<file path="src/sv/amgdfs_pkg.sv">
`default_nettype none

package amgdfs_pkg;

    // Fixed field widths
    localparam int IDX_W    = 4;
    localparam int WEIGHT_W = 32;
    localparam int OP_W     = 3;
    localparam int CFG_W    = 5;

    // Reset value of node_count
    localparam logic [CFG_W-1:0] NODE_COUNT_RST = CFG_W'(16);

    // Operation codes; the spare code gets an empty result
    typedef enum logic [OP_W-1:0] {
        OP_ADD    = 3'd0,
        OP_REMOVE = 3'd1,
        OP_SETW   = 3'd2,
        OP_QUERY  = 3'd3,
        OP_FIRST  = 3'd4,
        OP_NEXT   = 3'd5,
        OP_DFS    = 3'd6
    } op_t;

    // What the output register is loaded with
    typedef enum logic [1:0] {
        RES_PLAIN,
        RES_QUERY,
        RES_SCAN,
        RES_VISIT
    } res_kind_t;

    // Next value of the current row pointer
    typedef enum logic [2:0] {
        ROW_KEEP,
        ROW_SRC,
        ROW_ZERO,
        ROW_INC,
        ROW_PICK,
        ROW_STACK
    } row_sel_t;

    // Controller to datapath
    typedef struct packed {
        logic      capture;
        row_sel_t  row_sel;
        logic      col_all;
        logic      col_after_dst;
        logic      wr_weight;
        logic      rd_weight;
        logic      rd_row;
        logic      wr_row;
        logic      dfs_init;
        logic      dfs_push;
        logic      dfs_pop;
        logic      out_load;
        res_kind_t out_kind;
        logic      out_status;
        logic      out_last;
    } cmd_t;

    // Datapath to controller
    typedef struct packed {
        op_t  op;
        logic bad_pair;
        logic bad_src;
        logic hit;
        logic last_row;
        logic depth_one;
        logic out_free;
    } sts_t;

endpackage

`default_nettype wire

</file>
<file path="src/sv/amgdfs_ctrl.sv">
`default_nettype none

module amgdfs_ctrl (
    input  wire logic              aclk,
    input  wire logic              aresetn,
    input  wire logic              s_valid,
    input  wire amgdfs_pkg::sts_t  sts,
    output amgdfs_pkg::cmd_t       cmd,
    output logic                   in_ready
);
    import amgdfs_pkg::*;

    typedef enum logic [2:0] {
        ST_IDLE,
        ST_DECODE,
        ST_ROW_RD,
        ST_EDGE_WR,
        ST_SCAN_EV,
        ST_DFS_EV,
        ST_DFS_POP,
        ST_RESULT
    } state_t;

    state_t    state_reg,  state_next;
    res_kind_t kind_reg,   kind_next;
    logic      status_reg, status_next;
    logic      last_reg,   last_next;

    // Next state and command decode
    always_comb begin
        state_next  = state_reg;
        kind_next   = kind_reg;
        status_next = status_reg;
        last_next   = last_reg;
        cmd         = '0;
        in_ready    = 1'b0;

        unique case (state_reg)
            ST_IDLE: begin
                in_ready = 1'b1;
                if (s_valid) begin
                    cmd.capture = 1'b1;
                    state_next  = ST_DECODE;
                end
            end

            ST_DECODE: begin
                cmd.row_sel = ROW_SRC;
                kind_next   = RES_PLAIN;
                last_next   = 1'b1;
                status_next = 1'b0;
                unique case (sts.op)
                    OP_ADD: begin
                        if (sts.bad_pair) begin
                            status_next = 1'b1;
                            state_next  = ST_RESULT;
                        end else begin
                            cmd.wr_weight = 1'b1;
                            state_next    = ST_ROW_RD;
                        end
                    end
                    OP_REMOVE: begin
                        if (sts.bad_pair) begin
                            status_next = 1'b1;
                            state_next  = ST_RESULT;
                        end else begin
                            state_next = ST_ROW_RD;
                        end
                    end
                    OP_SETW: begin
                        if (sts.bad_pair) begin
                            status_next = 1'b1;
                        end else begin
                            cmd.wr_weight = 1'b1;
                        end
                        state_next = ST_RESULT;
                    end
                    OP_QUERY: begin
                        if (sts.bad_pair) begin
                            status_next = 1'b1;
                            state_next  = ST_RESULT;
                        end else begin
                            cmd.rd_weight = 1'b1;
                            state_next    = ST_ROW_RD;
                        end
                    end
                    OP_FIRST: begin
                        cmd.row_sel = ROW_ZERO;
                        cmd.col_all = 1'b1;
                        state_next  = ST_ROW_RD;
                    end
                    OP_NEXT: begin
                        if (sts.bad_pair) begin
                            status_next = 1'b1;
                            state_next  = ST_RESULT;
                        end else begin
                            cmd.col_after_dst = 1'b1;
                            state_next        = ST_ROW_RD;
                        end
                    end
                    OP_DFS: begin
                        if (sts.bad_src) begin
                            status_next = 1'b1;
                            state_next  = ST_RESULT;
                        end else begin
                            cmd.dfs_init = 1'b1;
                            state_next   = ST_ROW_RD;
                        end
                    end
                    default: begin
                        // spare code: empty result, no state change
                        state_next = ST_RESULT;
                    end
                endcase
            end

            ST_ROW_RD: begin
                cmd.rd_row = 1'b1;
                unique case (sts.op)
                    OP_ADD, OP_REMOVE: state_next = ST_EDGE_WR;
                    OP_QUERY: begin
                        kind_next  = RES_QUERY;
                        state_next = ST_RESULT;
                    end
                    OP_FIRST, OP_NEXT: state_next = ST_SCAN_EV;
                    OP_DFS:            state_next = ST_DFS_EV;
                    default:           state_next = ST_IDLE;
                endcase
            end

            ST_EDGE_WR: begin
                cmd.wr_row = 1'b1;
                state_next = ST_RESULT;
            end

            // One row of the row-major scan
            ST_SCAN_EV: begin
                if (sts.hit) begin
                    kind_next  = RES_SCAN;
                    state_next = ST_RESULT;
                end else if (sts.last_row) begin
                    state_next = ST_RESULT;
                end else begin
                    cmd.row_sel = ROW_INC;
                    cmd.col_all = 1'b1;
                    state_next  = ST_ROW_RD;
                end
            end

            // Walk step: descend to the lowest unvisited neighbor or backtrack
            ST_DFS_EV: begin
                if (sts.hit) begin
                    if (sts.out_free) begin
                        // previous node goes out, it is not the last one
                        cmd.out_load = 1'b1;
                        cmd.out_kind = RES_VISIT;
                        cmd.dfs_push = 1'b1;
                        cmd.row_sel  = ROW_PICK;
                        state_next   = ST_ROW_RD;
                    end
                end else if (sts.depth_one) begin
                    kind_next  = RES_VISIT;
                    state_next = ST_RESULT;
                end else begin
                    cmd.dfs_pop = 1'b1;
                    state_next  = ST_DFS_POP;
                end
            end

            ST_DFS_POP: begin
                cmd.row_sel = ROW_STACK;
                state_next  = ST_ROW_RD;
            end

            ST_RESULT: begin
                if (sts.out_free) begin
                    cmd.out_load   = 1'b1;
                    cmd.out_kind   = kind_reg;
                    cmd.out_status = status_reg;
                    cmd.out_last   = last_reg;
                    state_next     = ST_IDLE;
                end
            end

            default: state_next = ST_IDLE;
        endcase
    end

    always_ff @(posedge aclk) begin
        if (!aresetn) begin
            state_reg  <= ST_IDLE;
            kind_reg   <= RES_PLAIN;
            status_reg <= 1'b0;
            last_reg   <= 1'b1;
        end else begin
            state_reg  <= state_next;
            kind_reg   <= kind_next;
            status_reg <= status_next;
            last_reg   <= last_next;
        end
    end

endmodule

`default_nettype wire

</file>
<file path="config.mk">
export PLATFORM = sky130hd
export DESIGN_NAME = amgdfs_ctrl
export DESIGN_NICKNAME = d
export VERILOG_FILES = /design/src/sv/amgdfs_pkg.sv /design/src/sv/amgdfs_ctrl.sv
export SDC_FILE = /design/constraint.sdc
export NUM_CORES = 1
export LEC_CHECK = 0
export ABC_CLOCK_PERIOD_IN_PS = 2900
export BUFFER_PORTS_ARGS = -buffer_cell sky130_fd_sc_hd__buf_2
export CELL_PAD_IN_SITES_DETAIL_PLACEMENT = 1
export CELL_PAD_IN_SITES_GLOBAL_PLACEMENT = 1
export CORE_ASPECT_RATIO = 0.7
export CORE_MARGIN = 2
export CORE_UTILIZATION = 34
export DETAILED_ROUTE_END_ITERATION = 7
export PLACE_DENSITY_LB_ADDON = 0.05
export SYNTH_ARGS = -nofsm -noshare
export SYNTH_HDL_FRONTEND = slang
export SYNTH_SLANG_ARGS = --single-unit
</file>
<file path="constraint.sdc">
create_clock -name aclk -period 2.9 [get_ports aclk]
set_input_delay 0.58 -clock aclk [delete_from_list [all_inputs] [get_ports aclk]]
set_output_delay 0.58 -clock aclk [all_outputs]
set_load 0.01 [all_outputs]
</file>
==> metrics.txt, run 1 <==
worst rel slew slack 57.1%; antenna-violating nets left 0; pwr/cell area 796 mW/mm^2; Core Box Area 0.00187 mm^2; Mapped Nets 101; Fmax achieved 426 MHz; critical setup path kind reg2out; Clock Tree Buf Depth 2; Antenna diodes 0; layout cells sized above 1 34.5%; clk slew on worst S/H paths 0.04 ns; period utilisation layout 80.9%; first-pass GRT wire length 3.27 mm; CTS root buf clkbuf_4; syn avg cell area 7.65 um^2; final setup TNS 0 ns; Die X 57.5 um; P&R area growth vs syn 18.4%; final net count 130; cells after synthesis 89; std cell rows 13; status finished clean; CP startpoint kind flip-flop; pin count of the biggest net entering global routing 22; antenna violations before repair 0; CP peak stage delay 0.72 ns; Min-Delay Path Class reg2reg; DR vias 757; max FFs per register 3; Final Max Tran Viols 0; post-cts resize count 0; Worst Path Arrival 1.77 ns; Final Util 43.1%; post-CTS setup buffers 0; Distinct cells, synth 36; CTS tree done; Worst Tran Pin Value 0.642 ns; worst path bufs/invs 2; Worst-Skew Late Latency 0.24 ns; dpl hpwl 1.58 mm; critical-path cell with the highest stage delay dfxtp_1; initial DRC count 24; Final Hold Violating Endpoints 0; crit-path max FO 21; mean number of vias per cell 5.49; unrepaired setup endpoints after global routing no; number of global-route vias before repair 665; drt pass-1 iters 4; max-cap violation count 0; GPL Wtd Cong 0.802; hold_buf cts 0; post-synthesis cell area 681 um^2; crit path time final 2.35 ns; Max rail drop VDD 0.000444 V; Setup crit end kind output pin; crit-path cells inv_1, nand2_1, o21ai_0, buf_2; cell family with most CP delay flip-flops; CP required 2.32 ns; clk sink count 6; endpoints failing setup 0; skew final 0.000587 ns; initial core utilization 36.4%; TritonCTS buffer count 3; register area share after synthesis 17.6%; Total Die Area 0.00238 mm^2; I/O pin count 31; Synth Warn # 0; Seq cells post-synth 6; Lkg Pwr 0.387 nW; Chip Height 41.4 um; CTS H-tree depth 1; Final Power 0.000642 W; placed instance count 135; DRC viols 0; port bufs 30; Tot GR Track Use 17.5%; detailed-route wire length 1.97 mm; post-route insts no fill 138; grt total ovfl 0; WL/cell 14.3 um
-- logic make-up after synthesis --
group,after synthesis,share of synthesized area [%]
simple gates,44,33.6
compound gates,27,32.0
buf+inv,9,12.7
flops,6,17.6
xor+xnor,2,2.57
mux,1,1.47
-- worst reg2reg max path: stages, from the launching register on --
cell	delay, ns
dfxtp_1	0.72
inv_1	0.24
nand2_1	0.29
a2111oi_2	0.08
o31a_1	0.30
-- per-stage QoR --
| stage | cell area, um^2 | setup WS (ns) | hold WS (ns) |
|---|---|---|---|
| floorplan | 681 | 1.13 | 0.435 |
| detailed placement | 783 | 0.785 | 0.462 |
| global placement | 783 | 0.877 | 0.455 |
| finish | 806 | 0.553 | 0.464 |
| global route | 806 | 0.314 | 0.502 |
| CTS | 806 | 0.517 | 0.468 |
-- synth_stat cells --
master,n,area [um^2]
nand3_1,1,5.00
a21oi_1,6,30.0
nor2_1,12,45.0
nand2b_4,1,13.8
o31ai_2,1,12.5
clkbuf_8,3,41.3
and2_1,3,18.8
a22oi_1,1,7.51
a32o_1,2,20.0
and2b_1,1,7.51
or2b_1,1,7.51
o31a_1,2,17.5
and2b_2,2,17.5
dfxtp_1,6,120
o31ai_1,1,7.51
nand4_1,1,6.26
o221a_2,1,11.3
o41a_1,1,11.3
xnor2_1,1,8.76
o2bb2ai_1,1,8.76
a21boi_0,1,7.51
buf_6,3,33.8
nor3_1,2,10.0
nand2_1,11,41.3
nor4_1,4,25.0
o21ba_2,1,10.0
a2111oi_2,1,15.0
o21ai_0,4,20.0
xor2_1,1,8.76
inv_1,3,11.3
mux2i_1,1,10.0
o32ai_1,1,8.76
o211a_1,2,20.0
nor2b_1,1,6.26
a311o_1,1,10.0
nand2b_1,4,25.0
-- layer usage --
layer	GRT usage [%]	routed length [um]	vias to the layer above
li1	-	-	384
met1	27.7	1000	355
met2	23.9	884	18
met3	2.18	84	0
met4	5.58	0	0
met5	0	0	-
-- cell usage in the layout, fill, tap and decap left out, drive strengths merged, types with 3 or more instances in the layout --
master and n:
a21oi 6, and2 3, and2b 3, buf 30, clkbuf 3, dfxtp 6, inv 3, nand2 11
nand2b 5, nor2 12, nor4 4, o21ai 4
-- path summary, 6_finish.rpt --
check                               endpoint  slack, ns    startpoint  cells past startpoint
worst max register to register  state_reg[0]       1.15  state_reg[1]                      4
worst min register to register   kind_reg[1]       0.46   kind_reg[1]                      2
worst max-delay path                 cmd[14]       0.55  state_reg[1]                      4
worst min-delay path             kind_reg[1]       0.46   kind_reg[1]                      2
-- where the power goes --
group / switching, W / leakage (nW) / internal (W)
sequential: 0.0000792 / 0.0494 / 0.000117
clock: 0.0000287 / 0.0138 / 0.0000467
combinational: 0.000197 / 0.324 / 0.000172
-- final cells by class --
type                            count  area (um^2)
Clock buffer                        3         22.5
Fill cell                         253         1060
Inverter                            3         11.3
Multi-Input combinational cell     74          474
Sequential cell                     6          120
Tap cell                           22         27.5
Timing Repair Buffer               30          150
No activity file was read; power rests on OpenSTA's default activity.
==> run 2: changes to the inputs <==
- ABC_CLOCK_PERIOD_IN_PS: 2900 -> 2440
- CORE_UTILIZATION: 34 -> 31
- clock period: 2.9 -> 2.44 ns (I/O delays scaled with it)
==> run 2 against run 1 <==
Net effect:
- setup slack got worse by 0.26 ns
- clock skew rose by 0.0027 ns
- design area rose by 2.5%
- final cell count rose by 8.0%
- critical path depth did not move
- combinational power rose by 32%
- die area rose by 8.9%
- first-iteration DRC count fell by 21%
- sequential cell count did not move
- via count fell by 0.53%
- critical path type unchanged
- largest power group unchanged
==> metrics.txt, run 2 (synthesis results as in run 1) <==
Clock Tree Buf Depth 2 (unchanged); Final Max Tran Viols 0 (unchanged); max-cap violation count 0 (unchanged); post-cts resize count 0 (unchanged); detailed-route wire length 2.00 mm (+1.5%); met2 Resource Use GR 24.1% (+0.27 points); Worst Tran Pin Value 0.394 ns (-0.248 ns); layout cells sized above 1 35.0% (+0.56 points); Setup crit end kind output pin; CTS H-tree depth 1 (unchanged); TritonCTS buffer count 3 (unchanged); std cell rows 14 (+1); unrepaired setup endpoints after global routing no; met1 usage 24.0% (-3.7 points); Die X 60.0 um (+4.4%); Final Hold Violating Endpoints 0 (unchanged); max FFs per register 3 (unchanged); P&R area growth vs syn 21.3%; antenna violations before repair 0 (unchanged); pwr/cell area 946 mW/mm^2 (+19%); DRC viols 0 (unchanged); worst reg-to-reg setup slack 0.87 ns (-0.28 ns); CP startpoint kind flip-flop; critical setup path kind reg2out; Max rail drop VDD 0.000364 V (-18%); Min-Delay Path Class reg2reg; Total Die Area 0.00259 mm^2 (+8.9%); Chip Height 43.2 um (+4.3%); port bufs 30 (unchanged); cell family with most CP delay simple AND/OR/NAND/NOR gates; CTS root buf clkbuf_4; DR vias 753 (-0.53%); most common cell after layout, fill and taps aside buf_2; Fmax achieved 466 MHz; period utilisation layout 87.9%; drt pass-1 iters 4 (unchanged); pin count of the biggest net entering global routing 21 (-4.5%); CP peak stage delay 0.54 ns (-0.18 ns); number of global-route vias before repair 679 (+2.1%); crit-path max FO 13 (-38%); post-CTS setup buffers 0 (unchanged); initial core utilization 32.1% (-4.3 points); dpl hpwl 1.55 mm (-2.0%); skew final 0.00326 ns (+0.00268 ns); status finished clean; commonest non-fill, non-tap cells in the layout buf_2 (30), nor2_1 (12), nand2_1 (11); worst path bufs/invs 1 (-1); Core Box Area 0.00212 mm^2 (+13%); GPL Wtd Cong 0.736 (-8.2%); Tot GR Track Use 16.3% (-1.2 points); Lkg Pwr 0.393 nW (+1.3%); setup ws final 0.296 ns (-0.258 ns); crit-path cells and2b_2, nand2_1, nor4_1, buf_2; WL/cell 13.4 um (-6.0%); crit path time final 2.14 ns; CTS tree done; clk slew on worst S/H paths 0.05 ns (about the same); Antenna diodes 0 (unchanged); CP required 1.95 ns (-0.37 ns); initial DRC count 19 (-21%); hold_buf cts 0 (unchanged); Final Power 0.000781 W (+22%); antenna-violating nets left 0 (unchanged); GR Util met3 2.13% (-0.047 points); GRT Max-Usage Layer met2; final setup TNS 0 ns (unchanged); first-pass GRT wire length 3.18 mm (-2.8%); Worst Path Arrival 1.66 ns (-0.11 ns); final net count 131 (+0.77%); endpoints failing setup 0 (unchanged); Setup WS pre-CTS 0.569 ns (-0.216 ns); mean number of vias per cell 5.05 (-7.9%); grt total ovfl 0 (unchanged); I/O pin count 31 (unchanged); worst rel slew slack 73.7% (+17 points); clk sink count 6 (unchanged); Worst-Skew Late Latency 0.24 ns (about the same); critical-path cell with the highest stage delay dfxtp_1
[run 2: where the power goes]
group / internal, W / switching [W] / total [W] / leakage, nW
Sequential: 0.000139 / 0.0000590 / 0.000198 / 0.0494
Combinational: 0.000213 / 0.000276 / 0.000489 / 0.329
Clock: 0.0000558 / 0.0000376 / 0.0000933 / 0.0138
Total: 0.000408 / 0.000373 / 0.000781 / 0.393
[run 2: area by class of cell]
class | instances | area, um^2
fill | 281 | 1290
timing repair buffer | 31 | 158
sequential | 6 | 120
multi-input combinational | 74 | 474
tap | 32 | 40.0
clock buffer | 3 | 22.5
inverter | 3 | 11.3
[run 2: final timing paths]
path	cells after the start	endpoint	startpoint
min	2	kind_reg[1]	kind_reg[1]
max reg2reg	4	state_reg[0]	state_reg[0]
min reg2reg	2	kind_reg[1]	kind_reg[1]
max	4	cmd[10]	state_reg[0]
[run 2: worst min-delay path, stage by stage (launching register included)]
cell,delay (ns)
dfxtp_1,0.30
nand2_1,0.05
mux2i_1,0.06
[run 2: metrics by stage]
stage	instances	area, um^2	utilization (%)	hold WS, ns
finish	149	826	39.0	0.461
global route	149	826	39.0	0.502
floorplan	89	681	-	0.435
global placement	146	803	37.9	0.450
CTS	149	826	39.0	0.466
detailed placement	146	803	37.9	0.459
[run 2: metal layers]
layer  vias to the layer above  routed length [um]  part of all wire, %
met1                       357                1080                   54
li1                        379                   -                    -
met4                         0                   0                    0
met3                         0                  90                  4.5
met2                        17                 830                   42
met5                         -                   0                    0
